--- src/rtl/assert_macros.svh ---
// Assertion helpers shared by the RTL files.
`ifndef ASSERT_MACROS_SVH
`define ASSERT_MACROS_SVH

`ifndef NO_ASSERTIONS

// Check prop in the same cycle whenever cond holds.
`define ASSERT_IMPLIES(label, clk, rstn, cond, prop) \
    label: assert property (@(posedge clk) disable iff (!(rstn)) (cond) |-> (prop)) \
        else $error("assertion failed");

// Check prop in the cycle after cond holds.
`define ASSERT_NEXT(label, clk, rstn, cond, prop) \
    label: assert property (@(posedge clk) disable iff (!(rstn)) (cond) |=> (prop)) \
        else $error("assertion failed");

`else

`define ASSERT_IMPLIES(label, clk, rstn, cond, prop)
`define ASSERT_NEXT(label, clk, rstn, cond, prop)

`endif

`endif

--- src/rtl/wpc_pkg.sv ---
package wpc_pkg;

    // Map index width and the divider layout: two quotient bits per stage.
    localparam int IDX_BITS       = 10;
    localparam int BITS_PER_STAGE = 2;
    localparam int DIV_STAGES     = IDX_BITS / BITS_PER_STAGE;

    // Color map selection.
    localparam logic [2:0] SCHEME_GRAY = 3'd0;
    localparam logic [2:0] SCHEME_JET  = 3'd1;
    localparam logic [2:0] SCHEME_HOT  = 3'd2;
    localparam logic [2:0] SCHEME_COLD = 3'd3;
    localparam logic [2:0] SCHEME_NONE = 3'd4;

    // Window position of a sample.
    localparam logic [1:0] CODE_IN   = 2'd0;
    localparam logic [1:0] CODE_LOW  = 2'd1;
    localparam logic [1:0] CODE_HIGH = 2'd2;

    // Configuration register indexes.
    localparam logic [1:0] REG_SCHEME = 2'd0;
    localparam logic [1:0] REG_LOW    = 2'd1;
    localparam logic [1:0] REG_HIGH   = 2'd2;

    // Last index of each map.
    localparam logic [IDX_BITS-1:0] GRAY_LAST = 10'd255;
    localparam logic [IDX_BITS-1:0] JET_LAST  = 10'd510;
    localparam logic [IDX_BITS-1:0] HOT_LAST  = 10'd1020;

    typedef struct packed {
        logic [2:0] scheme;
        logic [1:0] code;
    } item_ctl_t;

    // Red sits in the low byte so the struct drops straight onto tdata.
    typedef struct packed {
        logic [7:0] blue;
        logic [7:0] green;
        logic [7:0] red;
    } color_t;

    function automatic color_t mk_color(logic [7:0] r, logic [7:0] g, logic [7:0] b);
        color_t c;
        c.red   = r;
        c.green = g;
        c.blue  = b;
        return c;
    endfunction

    // Left shift that turns 255*num into span*num for the selected map.
    function automatic logic [1:0] scale_shift(logic [2:0] scheme);
        logic [1:0] s;
        case (scheme)
            SCHEME_JET:  s = 2'd1;
            SCHEME_HOT:  s = 2'd2;
            SCHEME_COLD: s = 2'd2;
            default:     s = 2'd0;
        endcase
        return s;
    endfunction

    function automatic color_t jet_entry(logic [IDX_BITS-1:0] i);
        logic [IDX_BITS-1:0] k;
        color_t c;
        k = '0;
        if (i < 10'd128) begin
            c = mk_color(8'd0, i[7:0], 8'd128 + i[7:0]);
        end else if (i < 10'd256) begin
            k = i - 10'd127;
            c = mk_color(k[7:0], 8'd127 + k[7:0], 8'd255 - k[7:0]);
        end else if (i < 10'd383) begin
            k = i - 10'd255;
            c = mk_color(8'd128 + k[7:0], 8'd255 - k[7:0], 8'd127 - k[7:0]);
        end else if (i < 10'd447) begin
            k = i - 10'd382;
            c = mk_color(8'd255, 8'd128 - {k[6:0], 1'b0}, 8'd0);
        end else begin
            k = ((i > JET_LAST) ? JET_LAST : i) - 10'd446;
            c = mk_color(8'd255 - {k[6:0], 1'b0}, 8'd0, 8'd0);
        end
        return c;
    endfunction

    function automatic color_t hot_entry(logic [IDX_BITS-1:0] i);
        logic [IDX_BITS-1:0] k;
        color_t c;
        k = '0;
        if (i < 10'd256) begin
            c = mk_color(8'd0, i[7:0], 8'd255);
        end else if (i < 10'd511) begin
            k = 10'd510 - i;
            c = mk_color(8'd0, 8'd255, k[7:0]);
        end else if (i < 10'd766) begin
            k = i - 10'd511;
            c = mk_color(k[7:0], 8'd255, 8'd0);
        end else begin
            k = 10'd1021 - ((i > HOT_LAST) ? HOT_LAST : i);
            c = mk_color(8'd255, k[7:0], 8'd0);
        end
        return c;
    endfunction

    // Final color from map, window position and rounded index.
    function automatic color_t color_pick(item_ctl_t ctl, logic [IDX_BITS-1:0] idx);
        color_t c;
        c = mk_color(8'd0, 8'd0, 8'd0);
        case (ctl.scheme)
            SCHEME_GRAY: begin
                if (ctl.code == CODE_LOW)       c = mk_color(8'd0, 8'd0, 8'd0);
                else if (ctl.code == CODE_HIGH) c = mk_color(8'd255, 8'd255, 8'd255);
                else                            c = mk_color(idx[7:0], idx[7:0], idx[7:0]);
            end
            SCHEME_JET: begin
                if (ctl.code == CODE_LOW)       c = mk_color(8'd0, 8'd0, 8'd139);
                else if (ctl.code == CODE_HIGH) c = mk_color(8'd139, 8'd0, 8'd0);
                else                            c = jet_entry(idx);
            end
            SCHEME_HOT: begin
                if (ctl.code == CODE_LOW)       c = mk_color(8'd0, 8'd0, 8'd255);
                else if (ctl.code == CODE_HIGH) c = mk_color(8'd255, 8'd0, 8'd0);
                else                            c = hot_entry(idx);
            end
            SCHEME_COLD: begin
                if (ctl.code == CODE_LOW)       c = mk_color(8'd255, 8'd0, 8'd0);
                else if (ctl.code == CODE_HIGH) c = mk_color(8'd0, 8'd0, 8'd255);
                else                            c = hot_entry(HOT_LAST - idx);
            end
            default: begin
                c = mk_color(8'd0, 8'd0, 8'd0);
            end
        endcase
        return c;
    endfunction

endpackage

--- src/rtl/wpc_front.sv ---
`include "assert_macros.svh"

module wpc_front #(
    parameter int SAMPLE_BITS = 16
) (
    input  logic                                        aclk,
    input  logic                                        aresetn,
    input  logic                                        en,
    input  logic                                        in_valid,
    input  logic signed [SAMPLE_BITS-1:0]               sample,
    input  logic [2:0]                                  scheme,
    input  logic signed [SAMPLE_BITS-1:0]               win_low,
    input  logic signed [SAMPLE_BITS-1:0]               win_high,
    output logic                                        prod_valid,
    output logic [SAMPLE_BITS+wpc_pkg::IDX_BITS-1:0]    prod,
    output logic [SAMPLE_BITS-1:0]                      den,
    output wpc_pkg::item_ctl_t                          ctl
);

    localparam int PW = SAMPLE_BITS + wpc_pkg::IDX_BITS;

    logic signed [SAMPLE_BITS:0] num_wide;
    logic signed [SAMPLE_BITS:0] den_wide;
    wpc_pkg::item_ctl_t          ctl_next;

    logic                        a_valid_reg;
    logic [SAMPLE_BITS-1:0]      a_num_reg;
    logic [SAMPLE_BITS-1:0]      a_den_reg;
    wpc_pkg::item_ctl_t          a_ctl_reg;

    logic [PW-1:0]               p255;
    logic [PW-1:0]               prod_next;

    logic                        b_valid_reg;
    logic [PW-1:0]               b_prod_reg;
    logic [SAMPLE_BITS-1:0]      b_den_reg;
    wpc_pkg::item_ctl_t          b_ctl_reg;

    // Low-end test first: an empty or inverted window never lands inside.
    always_comb begin
        ctl_next.scheme = scheme;
        if (sample <= win_low) begin
            ctl_next.code = wpc_pkg::CODE_LOW;
        end else if (sample >= win_high) begin
            ctl_next.code = wpc_pkg::CODE_HIGH;
        end else begin
            ctl_next.code = wpc_pkg::CODE_IN;
        end
        num_wide = $signed({sample[SAMPLE_BITS-1], sample})
                 - $signed({win_low[SAMPLE_BITS-1], win_low});
        den_wide = $signed({win_high[SAMPLE_BITS-1], win_high})
                 - $signed({win_low[SAMPLE_BITS-1], win_low});
    end

    // 255*num as a shift and subtract, then scale to the map span.
    always_comb begin
        p255 = {2'b00, a_num_reg, 8'h00} - {{wpc_pkg::IDX_BITS{1'b0}}, a_num_reg};
        case (wpc_pkg::scale_shift(a_ctl_reg.scheme))
            2'd1:    prod_next = {p255[PW-2:0], 1'b0};
            2'd2:    prod_next = {p255[PW-3:0], 2'b00};
            default: prod_next = p255;
        endcase
    end

    always_ff @(posedge aclk) begin
        if (!aresetn) begin
            a_valid_reg <= 1'b0;
            b_valid_reg <= 1'b0;
        end else if (en) begin
            a_valid_reg <= in_valid;
            b_valid_reg <= a_valid_reg;
        end
    end

    always_ff @(posedge aclk) begin
        if (en) begin
            a_num_reg  <= num_wide[SAMPLE_BITS-1:0];
            a_den_reg  <= den_wide[SAMPLE_BITS-1:0];
            a_ctl_reg  <= ctl_next;
            b_prod_reg <= prod_next;
            b_den_reg  <= a_den_reg;
            b_ctl_reg  <= a_ctl_reg;
        end
    end

    assign prod_valid = b_valid_reg;
    assign prod       = b_prod_reg;
    assign den        = b_den_reg;
    assign ctl        = b_ctl_reg;

    `ASSERT_NEXT(front_valid_moves, aclk, aresetn, a_valid_reg && en, b_valid_reg)

endmodule

--- src/rtl/wpc_div.sv ---
`include "assert_macros.svh"

module wpc_div #(
    parameter int SAMPLE_BITS = 16
) (
    input  logic                                        aclk,
    input  logic                                        aresetn,
    input  logic                                        en,
    input  logic                                        in_valid,
    input  logic [SAMPLE_BITS+wpc_pkg::IDX_BITS-1:0]    prod,
    input  logic [SAMPLE_BITS-1:0]                      den,
    input  wpc_pkg::item_ctl_t                          ctl_in,
    output logic                                        idx_valid,
    output logic [wpc_pkg::IDX_BITS-1:0]                idx,
    output wpc_pkg::item_ctl_t                          ctl_out
);

    localparam int QB = wpc_pkg::IDX_BITS;
    localparam int NS = wpc_pkg::DIV_STAGES;
    localparam int BS = wpc_pkg::BITS_PER_STAGE;

    // Restoring division, BS quotient bits per stage; remainder stays below den.
    logic [SAMPLE_BITS-1:0] rem_src [NS];
    logic [QB-1:0]          quo_src [NS];
    logic [QB-1:0]          low_src [NS];
    logic [SAMPLE_BITS-1:0] den_src [NS];
    logic                   vld_src [NS];
    wpc_pkg::item_ctl_t     ctl_src [NS];

    logic [SAMPLE_BITS-1:0] rem_next [NS];
    logic [QB-1:0]          quo_next [NS];
    logic [QB-1:0]          low_next [NS];

    logic [SAMPLE_BITS-1:0] rem_reg [NS];
    logic [QB-1:0]          quo_reg [NS];
    logic [QB-1:0]          low_reg [NS];
    logic [SAMPLE_BITS-1:0] den_reg [NS];
    logic                   vld_reg [NS];
    wpc_pkg::item_ctl_t     ctl_reg [NS];

    logic [SAMPLE_BITS:0]   rem_twice;
    logic [SAMPLE_BITS:0]   den_ext;
    logic                   round_up;
    logic [QB-1:0]          idx_next;

    logic                   rnd_valid_reg;
    logic [QB-1:0]          idx_reg;
    wpc_pkg::item_ctl_t     rnd_ctl_reg;

    for (genvar s = 0; s < NS; s++) begin : g_stage
        if (s == 0) begin : g_first
            assign rem_src[s] = prod[SAMPLE_BITS+QB-1:QB];
            assign quo_src[s] = '0;
            assign low_src[s] = prod[QB-1:0];
            assign den_src[s] = den;
            assign vld_src[s] = in_valid;
            assign ctl_src[s] = ctl_in;
        end else begin : g_rest
            assign rem_src[s] = rem_reg[s-1];
            assign quo_src[s] = quo_reg[s-1];
            assign low_src[s] = low_reg[s-1];
            assign den_src[s] = den_reg[s-1];
            assign vld_src[s] = vld_reg[s-1];
            assign ctl_src[s] = ctl_reg[s-1];
        end

        always_comb begin
            logic [SAMPLE_BITS-1:0] r;
            logic [QB-1:0]          q;
            logic [QB-1:0]          lb;
            logic [SAMPLE_BITS:0]   t;
            r = rem_src[s];
            q = quo_src[s];
            lb = low_src[s];
            t = '0;
            for (int j = 0; j < BS; j++) begin
                t  = {r, lb[QB-1]};
                lb = {lb[QB-2:0], 1'b0};
                if (t >= {1'b0, den_src[s]}) begin
                    t = t - {1'b0, den_src[s]};
                    q = {q[QB-2:0], 1'b1};
                end else begin
                    q = {q[QB-2:0], 1'b0};
                end
                r = t[SAMPLE_BITS-1:0];
            end
            rem_next[s] = r;
            quo_next[s] = q;
            low_next[s] = lb;
        end

        always_ff @(posedge aclk) begin
            if (!aresetn) begin
                vld_reg[s] <= 1'b0;
            end else if (en) begin
                vld_reg[s] <= vld_src[s];
            end
        end

        always_ff @(posedge aclk) begin
            if (en) begin
                rem_reg[s] <= rem_next[s];
                quo_reg[s] <= quo_next[s];
                low_reg[s] <= low_next[s];
                den_reg[s] <= den_src[s];
                ctl_reg[s] <= ctl_src[s];
            end
        end
    end

    // Round half to even on the final remainder.
    always_comb begin
        rem_twice = {rem_reg[NS-1], 1'b0};
        den_ext   = {1'b0, den_reg[NS-1]};
        round_up  = (rem_twice > den_ext) || ((rem_twice == den_ext) && quo_reg[NS-1][0]);
        idx_next  = quo_reg[NS-1] + {{(QB-1){1'b0}}, round_up};
    end

    always_ff @(posedge aclk) begin
        if (!aresetn) begin
            rnd_valid_reg <= 1'b0;
        end else if (en) begin
            rnd_valid_reg <= vld_reg[NS-1];
        end
    end

    always_ff @(posedge aclk) begin
        if (en) begin
            idx_reg     <= idx_next;
            rnd_ctl_reg <= ctl_reg[NS-1];
        end
    end

    assign idx_valid = rnd_valid_reg;
    assign idx       = idx_reg;
    assign ctl_out   = rnd_ctl_reg;

    `ASSERT_IMPLIES(idx_within_hot, aclk, aresetn,
        rnd_valid_reg && (rnd_ctl_reg.code == wpc_pkg::CODE_IN), idx_reg <= wpc_pkg::HOT_LAST)
    `ASSERT_IMPLIES(idx_within_gray, aclk, aresetn,
        rnd_valid_reg && (rnd_ctl_reg.code == wpc_pkg::CODE_IN) && (rnd_ctl_reg.scheme == wpc_pkg::SCHEME_GRAY), idx_reg <= wpc_pkg::GRAY_LAST)

endmodule

--- src/rtl/wpc_color.sv ---
`include "assert_macros.svh"

module wpc_color (
    input  logic                            aclk,
    input  logic                            aresetn,
    input  logic                            in_valid,
    input  logic [wpc_pkg::IDX_BITS-1:0]    idx,
    input  wpc_pkg::item_ctl_t              ctl,
    output logic                            pipe_ready,
    output logic                            m_tvalid,
    input  logic                            m_tready,
    output logic [23:0]                     m_tdata,
    output logic [1:0]                      m_tuser
);

    wpc_pkg::color_t color_next;
    logic            take;
    logic            to_skid;

    logic            out_valid_reg;
    wpc_pkg::color_t out_color_reg;
    logic [1:0]      out_code_reg;
    logic            skid_valid_reg;
    wpc_pkg::color_t skid_color_reg;
    logic [1:0]      skid_code_reg;

    assign color_next = wpc_pkg::color_pick(ctl, idx);
    assign pipe_ready = !skid_valid_reg;
    assign take       = in_valid && !skid_valid_reg;
    // Park the new transaction when the output register is held by a stall.
    assign to_skid    = take && out_valid_reg && !m_tready;

    always_ff @(posedge aclk) begin
        if (!aresetn) begin
            out_valid_reg  <= 1'b0;
            skid_valid_reg <= 1'b0;
        end else if (skid_valid_reg) begin
            if (m_tready) begin
                skid_valid_reg <= 1'b0;
            end
        end else if (to_skid) begin
            skid_valid_reg <= 1'b1;
        end else if (take) begin
            out_valid_reg <= 1'b1;
        end else if (m_tready) begin
            out_valid_reg <= 1'b0;
        end
    end

    always_ff @(posedge aclk) begin
        if (skid_valid_reg) begin
            if (m_tready) begin
                out_color_reg <= skid_color_reg;
                out_code_reg  <= skid_code_reg;
            end
        end else if (to_skid) begin
            skid_color_reg <= color_next;
            skid_code_reg  <= ctl.code;
        end else if (take) begin
            out_color_reg <= color_next;
            out_code_reg  <= ctl.code;
        end
    end

    assign m_tvalid = out_valid_reg;
    assign m_tdata  = out_color_reg;
    assign m_tuser  = out_code_reg;

    `ASSERT_IMPLIES(skid_needs_output, aclk, aresetn, skid_valid_reg, out_valid_reg)
    `ASSERT_IMPLIES(skid_fills_on_stall, aclk, aresetn,
        skid_valid_reg && !$past(skid_valid_reg), $past(out_valid_reg && !m_tready))

endmodule

--- src/rtl/windowed_pseudocolor_map.sv ---
// Windowed pseudocolor map: colors a stream of signed samples through a gray, jet, hot
// or cold map (any other scheme gives black) over the window [window_low, window_high]
// set on the cfg port (index 0 scheme, 1 window_low, 2 window_high; write only while
// no transaction is in flight). One sample is taken every clock unless the pipeline
// holds. Each result passes two window/scale stages, five stages of a restoring
// divider at two quotient bits each, a rounding stage and the output register.
// m_tuser carries the window code (0 inside, 1 at or below low, 2 at or above high);
// an output stall is absorbed by a one-entry skid register, so s_tready falls only
// after the result side has held back two transactions.
module windowed_pseudocolor_map #(
    parameter int SAMPLE_BITS = 16
) (
    input  logic                                    aclk,
    input  logic                                    aresetn,
    input  logic                                    cfg_valid,
    output logic                                    cfg_ready,
    input  logic [1:0]                              cfg_index,
    input  logic [SAMPLE_BITS-1:0]                  cfg_data,
    input  logic                                    s_tvalid,
    output logic                                    s_tready,
    input  logic [((SAMPLE_BITS+7)/8)*8-1:0]        s_tdata,   // sample
    output logic                                    m_tvalid,
    input  logic                                    m_tready,
    output logic [23:0]                             m_tdata,   // red, green, blue
    output logic [1:0]                              m_tuser    // window_code
);

    localparam int PW = SAMPLE_BITS + wpc_pkg::IDX_BITS;

    logic [2:0]                    scheme_reg;
    logic signed [SAMPLE_BITS-1:0] win_low_reg;
    logic signed [SAMPLE_BITS-1:0] win_high_reg;

    logic                          en;
    logic signed [SAMPLE_BITS-1:0] sample;
    logic                          prod_valid;
    logic [PW-1:0]                 prod;
    logic [SAMPLE_BITS-1:0]        den;
    wpc_pkg::item_ctl_t            front_ctl;
    logic                          idx_valid;
    logic [wpc_pkg::IDX_BITS-1:0]  idx;
    wpc_pkg::item_ctl_t            div_ctl;

    assign cfg_ready = 1'b1;

    always_ff @(posedge aclk) begin
        if (!aresetn) begin
            scheme_reg   <= wpc_pkg::SCHEME_GRAY;
            win_low_reg  <= '0;
            win_high_reg <= SAMPLE_BITS'(255);
        end else if (cfg_valid && cfg_ready) begin
            case (cfg_index)
                wpc_pkg::REG_SCHEME: scheme_reg   <= cfg_data[2:0];
                wpc_pkg::REG_LOW:    win_low_reg  <= cfg_data;
                wpc_pkg::REG_HIGH:   win_high_reg <= cfg_data;
                default: ;
            endcase
        end
    end

    // Whole pipeline advances together; it holds only while the skid entry is full.
    assign s_tready = en;
    assign sample   = s_tdata[SAMPLE_BITS-1:0];

    wpc_front #(
        .SAMPLE_BITS (SAMPLE_BITS)
    ) u_front (
        .aclk       (aclk),
        .aresetn    (aresetn),
        .en         (en),
        .in_valid   (s_tvalid),
        .sample     (sample),
        .scheme     (scheme_reg),
        .win_low    (win_low_reg),
        .win_high   (win_high_reg),
        .prod_valid (prod_valid),
        .prod       (prod),
        .den        (den),
        .ctl        (front_ctl)
    );

    wpc_div #(
        .SAMPLE_BITS (SAMPLE_BITS)
    ) u_div (
        .aclk      (aclk),
        .aresetn   (aresetn),
        .en        (en),
        .in_valid  (prod_valid),
        .prod      (prod),
        .den       (den),
        .ctl_in    (front_ctl),
        .idx_valid (idx_valid),
        .idx       (idx),
        .ctl_out   (div_ctl)
    );

    wpc_color u_color (
        .aclk       (aclk),
        .aresetn    (aresetn),
        .in_valid   (idx_valid && en),
        .idx        (idx),
        .ctl        (div_ctl),
        .pipe_ready (en),
        .m_tvalid   (m_tvalid),
        .m_tready   (m_tready),
        .m_tdata    (m_tdata),
        .m_tuser    (m_tuser)
    );

endmodule

--- config.mk ---
export PLATFORM = sky130hd
export DESIGN_NAME = windowed_pseudocolor_map
export DESIGN_NICKNAME = d
export VERILOG_FILES = /design/src/rtl/wpc_pkg.sv /design/src/rtl/wpc_front.sv /design/src/rtl/wpc_div.sv /design/src/rtl/wpc_color.sv /design/src/rtl/windowed_pseudocolor_map.sv
export VERILOG_INCLUDE_DIRS = /design/src /design/src/rtl
export SDC_FILE = /design/constraint.sdc
export NUM_CORES = 1
export LEC_CHECK = 0
export BUFFER_PORTS_ARGS = -buffer_cell sky130_fd_sc_hd__buf_4
export CORE_ASPECT_RATIO = 1.5
export CORE_UTILIZATION = 69
export DETAILED_ROUTE_END_ITERATION = 10
export PLACE_DENSITY = 0.87
export SKIP_CTS_REPAIR_TIMING = 1
export SLEW_MARGIN = 10
export SYNTH_ARGS = -nofsm -noshare
export SYNTH_HDL_FRONTEND = slang
export SYNTH_SLANG_ARGS = --single-unit
--- constraint.sdc ---
create_clock -name aclk -period 26.5 [get_ports aclk]
set_clock_uncertainty 0.15 [all_clocks]
set_input_delay 2.65 -clock aclk [delete_from_list [all_inputs] [get_ports aclk]]
set_output_delay 2.65 -clock aclk [all_outputs]
set_load 0.05 [all_outputs]
## Word level (Yosys, flattened, before mapping)

Memory sizes are Yosys's and may differ from the RTL's. A register that Yosys moved wholly into a read port is not among the register bits.
Index checks and enable logic that the tools add are counted.

- Word-level logic and storage cells: 199
- Register bits after elaboration: 185
- Memories: 6
- Bits in writable memories: 280
- Output and inout port bits: 29
- Bits of input ports: 39

- Reductions and logical operators: 22
- Eq/ne operators: 15
- Mux-type cells: 67
- Bitwise operators: 7
- Order comparisons: 25
- Add/sub/neg operators: 33

Memories:

| name | depth | bits a word | rd ports | clocked after memory_dff | write ports | line | RTL |
|---|---|---|---|---|---|---|---|
| u_div.den_reg | 5 | 16 | 5 | 0 | 5 | wpc_div.sv:37 | `logic [SAMPLE_BITS-1:0] den_reg [NS];` |
| u_div.rem_reg | 5 | 16 | 5 | 0 | 5 | wpc_div.sv:34 | `logic [SAMPLE_BITS-1:0] rem_reg [NS];` |
| u_div.quo_reg | 5 | 10 | 5 | 0 | 5 | wpc_div.sv:35 | `logic [QB-1:0] quo_reg [NS];` |
| u_div.low_reg | 5 | 8 | 4 | 0 | 5 | wpc_div.sv:36 | `logic [QB-1:0] low_reg [NS];` |
| u_div.ctl_reg | 5 | 5 | 5 | 1 | 5 | wpc_div.sv:39 | `wpc_pkg::item_ctl_t ctl_reg [NS];` |
| u_div.vld_reg | 5 | 1 | 5 | 1 | 5 | wpc_div.sv:38 | `logic vld_reg [NS];` |

Operators by type and width:

| kind | number |
|---|---|
| $mux 24 | 19 |
| $mux 16 | 13 |
| $sub 16x16->16 | 12 |
| $ge 17x16->1 | 10 |
| $pmux 24 s4 | 1 |
| $sub 8x8->8 const A | 8 |
| $lt 10x9->1 const B | 6 |
| $pmux 26 s2 | 1 |
| $sub 24x16->25 | 1 |
| $mux 1 | 24 |
| $sub 8x8->8 const B | 3 |
| $gt 10x10->1 const B | 2 |
| $lt 10x10->1 const B | 2 |
| $eq 17x16->1 | 1 |
| $gt 17x16->1 | 1 |
| $add 8x8->8 const A | 2 |
| $ge 16x16->1 | 1 |
| $le 16x16->1 | 1 |
| $mux 8 | 2 |
| $eq 3x2->1 const B | 4 |
| $add 10x1->10 | 1 |
| $gt 10x9->1 const B | 1 |
| $lt 10x8->1 const B | 1 |
| $mux 2 | 5 |
| other kinds (23) | 47 |

## Logic depth before layout (Yosys ltp)

Gate-level depths: netlist (run 1).

- Depth in word-level cells: 14
- Mapped depth: 23
- Depth with buffers taken out: 21

## Modules after synthesis

A second synthesis (run 1) with hierarchy kept.

- Cell total of the unflattened synthesis: 3,005
- Area, all modules: 30,546.8 sq um

By module, submodules not included:

| module | instances | cells each | area an instance (sq um) | sequential area each (sq um) |
|---|---|---|---|---|
| wpc_div | 1 | 1,621 | 17,658.2 | 7,667.4 |
| wpc_front | 1 | 585 | 5,989.5 | 2,562.5 |
| wpc_color | 1 | 651 | 5,454.0 | 1,601.5 |
| windowed_pseudocolor_map | 1 | 148 | 1,445.1 | 700.7 |

## Worst setup path before layout (run 1)

OpenSTA, ideal clock, no wires.

- Path kind: flip-flop to output port
- From: register u_color.skid_valid_reg
- To: output port s_tready
- Arrival time: 10.179 ns
- Buffers on the path: 2
- Slack: 13.521 ns
- Data required time: 23.700 ns
- Stages on the path, launching flop included: 4
- Cells stage by stage: dfxtp_1 clkbuf_1 inv_2 buf_1

- Word-level cells in the longest chain between the ends: 1

Ends and longest elaborated chain:

| element | line | RTL |
|---|---|---|
| from (decl) | wpc_color.sv:23 | `logic skid_valid_reg;` |
| from (signal assigned) | wpc_color.sv:36 | `skid_valid_reg <= 1'b0;` |
| from (signal assigned) | wpc_color.sv:39 | `skid_valid_reg <= 1'b0;` |
| from (signal assigned) | wpc_color.sv:42 | `skid_valid_reg <= 1'b1;` |
| $logic_not 1->1 | wpc_color.sv:28 | `assign pipe_ready = !skid_valid_reg;` |
| to (decl) | windowed_pseudocolor_map.sv:20 | `output logic s_tready,` |

Every way passes these cells.

==> impl_metrics.env, run 1 <==
export IMPL_h_tree_depth=2
export IMPL_row_count=91
export IMPL_track_usage=0.347
export IMPL_grt_antenna_before_repair=0
export IMPL_crit_fanout=17
export IMPL_n_antenna_cell=0
export IMPL_synthesis_instances=2853
export IMPL_area_delta_synth_final_pct=7.75
export IMPL_final_cells=3477
export IMPL_yosys_warnings=0
export IMPL_synth_edf_count=390
export IMPL_final_cell_mix="390 x edfxtp_1, 244 x ha_1, 226 x inv_1, 206 x nand2_1, 203 x nor2_1"
export IMPL_yosys_register_bits=431
export IMPL_start_kind="flip-flop"
export IMPL_min_path_type="reg -> reg"
export IMPL_ys_types=90
export IMPL_drt_iter0_drc=1561
export IMPL_cts_root_buf="clkbuf_16"
export IMPL_setup_tns_ps=0
export IMPL_core_area_um2=41300
export IMPL_cp_arrival_ps=6980
export IMPL_clock_sinks=431
export IMPL_dp_slack_ps=19720
export IMPL_cp_required_ps=26660
export IMPL_multiInputGateArea_um2=15400
export IMPL_hold_viol=0
export IMPL_cts_made_buffers=41
export IMPL_fin_ws_ps=19680
export IMPL_tightest_slew_ps=1170
export IMPL_grt_max_degree=200
export IMPL_maxCapViolCount=0
export IMPL_cp_slowest_stage_delay_ps=850
export IMPL_slew_limit_headroom=0.218
export IMPL_dp_hpwl_um=54700
export IMPL_min_period_ps=6820
export IMPL_clock_path_buffers=3
export IMPL_ioPinCount=68
export IMPL_layout_commonest_cell="edfxtp_1"
export IMPL_overflow=0
export IMPL_grt_setup_unrepaired="no"
export IMPL_grt_pass1_vias=23000
export IMPL_cp_end_kind="flip-flop"
export IMPL_syn_area_per_cell_um2=10.2
export IMPL_wl_um=73700
export IMPL_port_buffers=66
export IMPL_routed_via_density=6.49
export IMPL_fmaxAchievable_mhz=147
export IMPL_drcViolationCount=0
export IMPL_drive_gt1_frac=0.111
export IMPL_utilization=0.758
export IMPL_worstPathCellList="inv_1, ha_1, nor2b_1, o31a_1, o41a_1, a211o_1, a2111oi_4, nor3_2, o32ai_4, mux2_2, ha_1, or2_2, a21oi_1, a31oi_1, o221a_2, o21ai_0, nand2_1, a221o_1, a21oi_2, mux2_2"
export IMPL_synth_flop_cell="edfxtp_1"
export IMPL_die_h_um=253
export IMPL_syn_area_um2=29100
export IMPL_status="complete, no violations"
export IMPL_drv_slew=0
export IMPL_setup_viol=0
export IMPL_clock_latency_ps=570
export IMPL_clk_pin_slew_ps=70
export IMPL_grt_first_pass_wirelength_um=116000
export IMPL_initial_core_util=0.703
export IMPL_synth_fp_nets=3148
export IMPL_post_route_period_util=0.258
export IMPL_postRouteAntennaNets=0
export IMPL_worstPathBufferInverterCount=1
export IMPL_crit_family="compound AO/OA/AOI/OAI gates"
export IMPL_crit_slowest_cell="a21oi_2"
export IMPL_criticalPathCategory="reg -> reg"
export IMPL_vias=22600
export IMPL_async_flop_share=0
export IMPL_gp_congestion=0.995
export IMPL_drt_first_pass_iters=7
export IMPL_layout_nets=3185
export IMPL_die_x_um=170
export IMPL_post_drt_wl_per_cell_um=21.2
export IMPL_place_inst=3405
export IMPL_fill_cells=2792
export IMPL_ys_seq_area_frac=0.431
export IMPL_cts_tree="yes"
export IMPL_dieArea_um2=43000
export IMPL_area_sequential_um2=12500
-- synth_stat cells (all sizes together), types with 42 or more instances --
cell	instances	area, um^2
a21o	55	413
a21oi	201	1010
clkbuf	69	260
edfxtp	390	11700
ha	244	3050
inv	227	852
mux2	138	1580
nand2	206	773
nand3	61	305
nor2	204	766
nor2b	42	263
nor3	64	335
o21ai	149	746
xnor2	156	1370
xor2	61	534
-- stage by stage --
step                      area (um^2)  hold slack (ps)
final                           31300              267
after detailed placement        30100              255
after floorplan                 29100              250
after CTS                       31300              267
after global routing            31300              268
after global placement          30100              251
-- final cells by class --
class | instances | area share
Clock buffer | 53 | 0.0359
Clock inverter | 19 | 0.00432
Tap cell | 558 | 0.0223
Multi-Input combinational cell | 2109 | 0.490
Timing Repair Buffer | 80 | 0.0196
Inverter | 227 | 0.0275
Sequential cell | 431 | 0.400
-- cells by family (layout without fill, tap and decap cells) --
kind of cell	after synthesis	after routing	share of synthesized area
adder cells (fa/ha/maj)	256	256	0.113
buffers and inverters	313	379	0.0416
flip-flops	431	431	0.431
AO/OA/AOI/OAI	712	712	0.160
multiplexers	158	158	0.0614
other	1	1	0.000129
AND/OR/NAND/NOR	765	765	0.127
XOR/XNOR	217	217	0.0654
-- worst register-to-register path: stages, from the launching register on --
cell and delay (ps):
edfxtp_1 390, inv_1 190, ha_1 280, nor2b_1 150, o31a_1 280, o41a_1 370, a211o_1 370, a2111oi_4 320
nor3_2 120, o32ai_4 450, mux2_2 450, ha_1 360, or2_2 300, a21oi_1 170, a31oi_1 100, o221a_2 300
o21ai_0 160, nand2_1 80, a221o_1 310, a21oi_2 850, mux2_2 430
-- worst paths after layout --
check	start	end	slack [ps]	cells after the start
worst min-delay path	u_front.a_den_reg[5]$_DFFE_PN_	u_front.den[5]$_DFFE_PN_	270	0
worst max-delay path	u_div.den_reg[0][33]$_DFFE_PN_	u_div.rem_reg[0][51]$_DFFE_PN_	19680	20
worst max register to register	u_div.den_reg[0][33]$_DFFE_PN_	u_div.rem_reg[0][51]$_DFFE_PN_	19680	20
worst min register to register	u_front.a_den_reg[5]$_DFFE_PN_	u_front.den[5]$_DFFE_PN_	270	0
-- metal layers --
layer | vias to the layer above | wire length (um) | global-route usage
li1 | 10600 | - | -
met1 | 10800 | 26700 | 0.364
met2 | 901 | 37700 | 0.630
met3 | 328 | 3680 | 0.0475
met4 | 0 | 5610 | 0.254
met5 | - | 0 | 0
Power of run 1 is not shown: default switching activity piles up to over one toggle a cycle in this logic, so the estimate is an artifact.
==> run 2, diff against run 1 <==
--- a/config.mk
+++ b/config.mk
@@ -8,9 +8,9 @@
 export LEC_CHECK = 0
 export BUFFER_PORTS_ARGS = -buffer_cell sky130_fd_sc_hd__buf_4
 export CORE_ASPECT_RATIO = 1.5
-export CORE_UTILIZATION = 69
+export CORE_UTILIZATION = 58
 export DETAILED_ROUTE_END_ITERATION = 10
-export PLACE_DENSITY = 0.87
+export PLACE_DENSITY = 0.78
 export SKIP_CTS_REPAIR_TIMING = 1
 export SLEW_MARGIN = 10
 export SYNTH_ARGS = -nofsm -noshare
==> constraint.sdc (replaced) <==
create_clock -name aclk -period 5.59 [get_ports aclk]
set_clock_uncertainty 0.15 [all_clocks]
set_input_delay 0.559 -clock aclk [delete_from_list [all_inputs] [get_ports aclk]]
set_output_delay 0.559 -clock aclk [all_outputs]
set_load 0.05 [all_outputs]
==> run 2 against run 1 <==
Effect of this change: the run now ends with setup timing left; via count barely moved; core utilization fell by 10 points; hold slack got worse by 200 ps; wire length rose by 4.4%; final cell count rose by 5.5%; critical endpoint is now u_div.rem_reg[0][56]$_DFFE_PN_.
==> impl_metrics.env, run 2 (synthesis results as in run 1) <==
export IMPL_clock_sinks=431
export IMPL_hold_viol=0
export IMPL_worstPathCellList="inv_2, ha_4, nor2b_4, o31a_1, o41a_1, a211o_1, a2111oi_4, nor3_2, o32ai_4, buf_6, mux2i_2, ha_1, nor2b_4, o2111ai_2, a31oi_2, o221a_2, o21ai_1, nand2_1, a221o_1, a21oi_4, clkbuf_16, mux2_4"
export IMPL_clock_path_buffers=3
export IMPL_status="finished with violations"
export IMPL_violations="setup timing"
export IMPL_drv_slew=0
export IMPL_grt_pass1_vias=23100
export IMPL_tightest_slew_ps=1280
export IMPL_core_area_um2=49500
export IMPL_cp_required_ps=5760
export IMPL_start_kind="flip-flop"
export IMPL_final_cells=3668
export IMPL_cp_end_kind="flip-flop"
export IMPL_path_common_cell="nor2b_4"
export IMPL_port_buffers=66
export IMPL_grt_antenna_before_repair=0
export IMPL_die_h_um=276
export IMPL_place_inst=3575
export IMPL_drcViolationCount=0
export IMPL_maxCapViolCount=0
export IMPL_postRouteAntennaNets=0
export IMPL_dieArea_um2=51000
export IMPL_area_delta_synth_final_pct=11.7
export IMPL_cp_slowest_stage_delay_ps=410
export IMPL_post_route_period_util=1.00
export IMPL_dp_hpwl_um=58400
export IMPL_post_drt_wl_per_cell_um=21.0
export IMPL_worstPathBufferInverterCount=3
export IMPL_routed_via_density=6.15
export IMPL_drive_gt1_frac=0.145
export IMPL_cts_root_buf="clkbuf_16"
export IMPL_track_usage=0.299
export IMPL_die_x_um=185
export IMPL_final_cell_mix="390 x edfxtp_1, 242 x ha_1, 222 x inv_1, 205 x nand2_1, 204 x nor2_1"
export IMPL_criticalPathCategory="reg -> reg"
export IMPL_drt_iter0_drc=1707
export IMPL_fmaxAchievable_mhz=179
export IMPL_crit_family="compound AO/OA/AOI/OAI gates"
export IMPL_gp_congestion=0.998
export IMPL_wl_um=76900
export IMPL_setup_viol=1
export IMPL_grt_max_degree=135
export IMPL_crit_fanout=6
export IMPL_layout_nets=3266
export IMPL_clk_pin_slew_ps=60
export IMPL_clock_latency_ps=580
export IMPL_cts_tree="yes"
export IMPL_cts_made_buffers=42
export IMPL_grt_first_pass_wirelength_um=119000
export IMPL_row_count=100
export IMPL_min_period_ps=5590
export IMPL_grt_setup_unrepaired="yes"
export IMPL_h_tree_depth=2
export IMPL_ioPinCount=68
export IMPL_slew_limit_headroom=0.141
export IMPL_cp_arrival_ps=5760
export IMPL_initial_core_util=0.587
export IMPL_drt_first_pass_iters=5
export IMPL_fin_ws_ps=-1.36
export IMPL_crit_slowest_cell="edfxtp_1"
export IMPL_n_antenna_cell=0
export IMPL_min_path_type="in -> reg"
export IMPL_overflow=0
export IMPL_layout_commonest_cell="edfxtp_1"
export IMPL_vias=22600
-- run 2: per-stage QoR --
step	setup TNS, ps	setup WS [ps]	utilization	hold slack, ps	cell area [um^2]
after global placement	-172	-26.0	0.620	250	30700
after floorplan	0	13.9	-	250	29100
after global routing	-2780	-207	0.655	57.6	32500
final	-1.36	-1.36	0.655	64.7	32500
after CTS	-3980	-219	0.649	38.0	32200
after detailed placement	-2990	-191	0.620	255	30700
-- run 2: metal layers --
layer,routed length (um),track usage
met5,0,0
met1,27800,0.316
met3,2780,0.0281
met4,4920,0.179
met2,41400,0.564
-- run 2: area by class of cell --
type | count | area, um^2
tap | 663 | 830
multi-input combinational | 2111 | 15500
inverter | 227 | 860
timing repair buffer | 158 | 1270
fill | 3888 | 17100
sequential | 431 | 12500
clock buffer | 50 | 1110
clock inverter | 28 | 329
-- run 2: final timing paths --
path / endpoint / depth (start not counted) / slack [ps] / startpoint
setup / recovery: u_div.rem_reg[0][56]$_DFFE_PN_ / 22 / -1 / u_div.den_reg[0][33]$_DFFE_PN_
hold / removal: win_high_reg[4]$_SDFFE_PN1P_ / 3 / 60 / cfg_data[4]
setup reg to reg: u_div.rem_reg[0][56]$_DFFE_PN_ / 22 / -1 / u_div.den_reg[0][33]$_DFFE_PN_
hold reg to reg: u_div.low_reg[0][14]$_DFFE_PN_ / 0 / 250 / u_div.low_reg[0][4]$_DFFE_PN_
-- run 2: worst register-to-register path: stages (launching register included) --
cell and delay [ps]:
edfxtp_1 410, inv_2 110, ha_4 210, nor2b_4 130
o31a_1 280, o41a_1 360, a211o_1 320, a2111oi_4 310
nor3_2 110, o32ai_4 260, buf_6 170, mux2i_2 220
ha_1 290, nor2b_4 150, o2111ai_2 210, a31oi_2 150
o221a_2 270, o21ai_1 120, nand2_1 60, a221o_1 330
a21oi_4 230, clkbuf_16 210, mux2_4 290
Power of run 2 is left out for the same reason.
==> run 3, diff against run 2 <==
--- a/config.mk
+++ b/config.mk
@@ -8,9 +8,10 @@
 export LEC_CHECK = 0
 export BUFFER_PORTS_ARGS = -buffer_cell sky130_fd_sc_hd__buf_4
 export CORE_ASPECT_RATIO = 1.5
-export CORE_UTILIZATION = 58
+export CORE_UTILIZATION = 59
+export CTS_BUF_LIST = sky130_fd_sc_hd__clkbuf_8
 export DETAILED_ROUTE_END_ITERATION = 10
-export PLACE_DENSITY = 0.78
+export PLACE_DENSITY = 0.79
 export SKIP_CTS_REPAIR_TIMING = 1
 export SLEW_MARGIN = 10
 export SYNTH_ARGS = -nofsm -noshare
==> run 3 against run 2 <==
Effect of this change: the run still ends with setup timing left; count of clock-buffer cells in the layout grew 25; die area shrank 1.7%; critical path depth shrank 1; critical endpoint is now u_div.rem_reg[0][58]$_DFFE_PN_; hold slack lost 46 ps; design area grew 0.12%; sequential share of layout area is essentially flat; maximum frequency shrank 3.5%; via count grew 0.84%; final cell count grew 1.4%; non-clock buffer count grew 15.
==> impl_metrics.env, run 3 (synthesis results as in run 1) <==
export IMPL_status="finished with violations"
export IMPL_violations="setup timing"
export IMPL_drv_slew=0
export IMPL_worstPathCellList="ha_4, nor2b_4, o31a_1, o41a_1, a211o_1, a2111oi_4, nor3_2, o32ai_4, buf_6, mux2i_4, ha_4, nor2b_4, o2111ai_4, a31oi_4, o221a_4, o21ai_2, nand2_1, a221o_1, a21oi_4, clkbuf_16, mux2_4"
export IMPL_cts_tree="yes"
export IMPL_wl_met2_um=40200
export IMPL_drt_first_pass_iters=6
export IMPL_hold_viol=0
export IMPL_cts_made_buffers=68
export IMPL_reg2reg_setup_slack_ps=-200
export IMPL_initial_core_util=0.597
export IMPL_clock_sinks=431
export IMPL_clk_pin_slew_ps=70
export IMPL_maxCapViolCount=0
export IMPL_setup_viol=17
export IMPL_min_path_type="in -> reg"
export IMPL_grt_max_degree=139
export IMPL_crit_fanout=8
export IMPL_post_drt_wl_per_cell_um=20.3
export IMPL_post_route_period_util=1.04
export IMPL_postRouteAntennaNets=0
export IMPL_grt_antenna_before_repair=1
export IMPL_cp_slowest_stage_delay_ps=440
export IMPL_die_h_um=274
export IMPL_crit_end="u_div.rem_reg[0][58]$_DFFE_PN_"
export IMPL_dp_hpwl_um=56600
export IMPL_h_tree_depth=3
export IMPL_crit_slowest_cell="edfxtp_1"
export IMPL_port_buffers=66
export IMPL_worstPathBufferInverterCount=2
export IMPL_grt_first_pass_wirelength_um=118000
export IMPL_area_delta_synth_final_pct=11.9
export IMPL_timing_rr_end="u_div.rem_reg[0][58]$_DFFE_PN_"
export IMPL_fmaxAchievable_mhz=173
export IMPL_drt_iter0_drc=1767
export IMPL_row_count=99
export IMPL_start_kind="flip-flop"
export IMPL_vias=22800
export IMPL_grt_pass1_vias=23300
export IMPL_routed_via_density=6.11
export IMPL_cp_required_ps=5840
export IMPL_track_usage=0.301
export IMPL_criticalPathCategory="reg -> reg"
export IMPL_wl_um=75700
export IMPL_cp_end_kind="flip-flop"
export IMPL_clock_path_buffers=3
export IMPL_ioPinCount=68
export IMPL_drt_met1_wl_um=27400
export IMPL_drcViolationCount=0
export IMPL_dieArea_um2=50200
export IMPL_reg2reg_from="u_div.rem_reg[0][32]$_DFFE_PN_"
export IMPL_crit_start="u_div.rem_reg[0][32]$_DFFE_PN_"
export IMPL_drive_gt1_frac=0.154
export IMPL_min_from="cfg_data[14]"
export IMPL_cts_root_buf="clkbuf_8"
export IMPL_min_period_ps=5790
export IMPL_wl_met3_um=3100
export IMPL_die_x_um=183
export IMPL_overflow=0
export IMPL_final_cell_mix="390 x edfxtp_1, 241 x inv_1, 238 x ha_1, 204 x nand2_1, 203 x nor2_1"
export IMPL_fin_ws_ps=-201
export IMPL_r2r_cells=21
export IMPL_gp_congestion=0.960
export IMPL_final_cells=3721
export IMPL_clock_latency_ps=680
export IMPL_slew_limit_headroom=0.375
export IMPL_place_inst=3576
export IMPL_layout_nets=3305
export IMPL_tightest_slew_ps=937
export IMPL_crit_family="compound AO/OA/AOI/OAI gates"
export IMPL_grt_setup_unrepaired="yes"
export IMPL_cp_depth=21
export IMPL_cp_arrival_ps=6050
export IMPL_layout_commonest_cell="edfxtp_1"
export IMPL_core_area_um2=48700
export IMPL_top_layer="met4"
==> run 3: changes by cell type in the layout (fill, tap and decap cells not counted), sizes merged <==
cell / delta
a311o: -2
inv: +21
clkinvlp: +1
buf: +8
clkbuf: +25
bufinv: -4
diode: +1
dlygate4sd3: +7
clkinv: +3
==> run 3: worst min-delay path, stage by stage <==
cell and delay, ps:
buf_4 110, nand2_1 40, a21boi_0 70
==> run 3: how the worst min path moves through the flow <==
stage                                           endpoint  slack, ps  cells after the start
final                      win_high_reg[14]$_SDFFE_PN0P_         20                      3
after global placement    u_div.quo_reg[0][22]$_DFFE_PN_        250                      0
after detailed placement      u_div.ctl_out[0]$_DFFE_PN_        250                      0
after global routing        win_high_reg[0]$_SDFFE_PN1P_          3                      3
after CTS                   win_high_reg[7]$_SDFFE_PN1P_        -50                      3
after floorplan               u_div.ctl_out[0]$_DFFE_PN_        250                      0
==> run 3: per-layer routing <==
metal  vias to the layer above  global-route usage
met5                         -                   0
met4                         0               0.199
met3                       281              0.0455
met2                       735               0.565
met1                     10900               0.306
li1                      10800                   -
==> run 3: area by class of cell <==
class | instances | area [um^2]
multi-input combinational | 2109 | 15600
timing repair buffer | 173 | 1400
tap | 656 | 821
sequential | 431 | 12500
clock buffer | 75 | 1030
antenna | 1 | 2.50
inverter | 227 | 860
fill | 3778 | 16200
clock inverter | 49 | 268
==> run 3: metrics by stage <==
stage | area, um^2 | TNS, ps | util | hold WS, ps | setup slack (ps)
2_1_floorplan | 29100 | 0 | - | 250 | 13.9
3_3_place_gp | 30800 | -1230 | 0.632 | 252 | -102
3_5_place_dp | 30800 | -3220 | 0.632 | 255 | -172
4_1_cts | 32100 | -3940 | 0.659 | -53.0 | -209
5_1_grt | 32500 | -6190 | 0.668 | 3.44 | -378
6_report | 32500 | -2690 | 0.668 | 18.3 | -201
Power of run 3 is left out for the same reason.
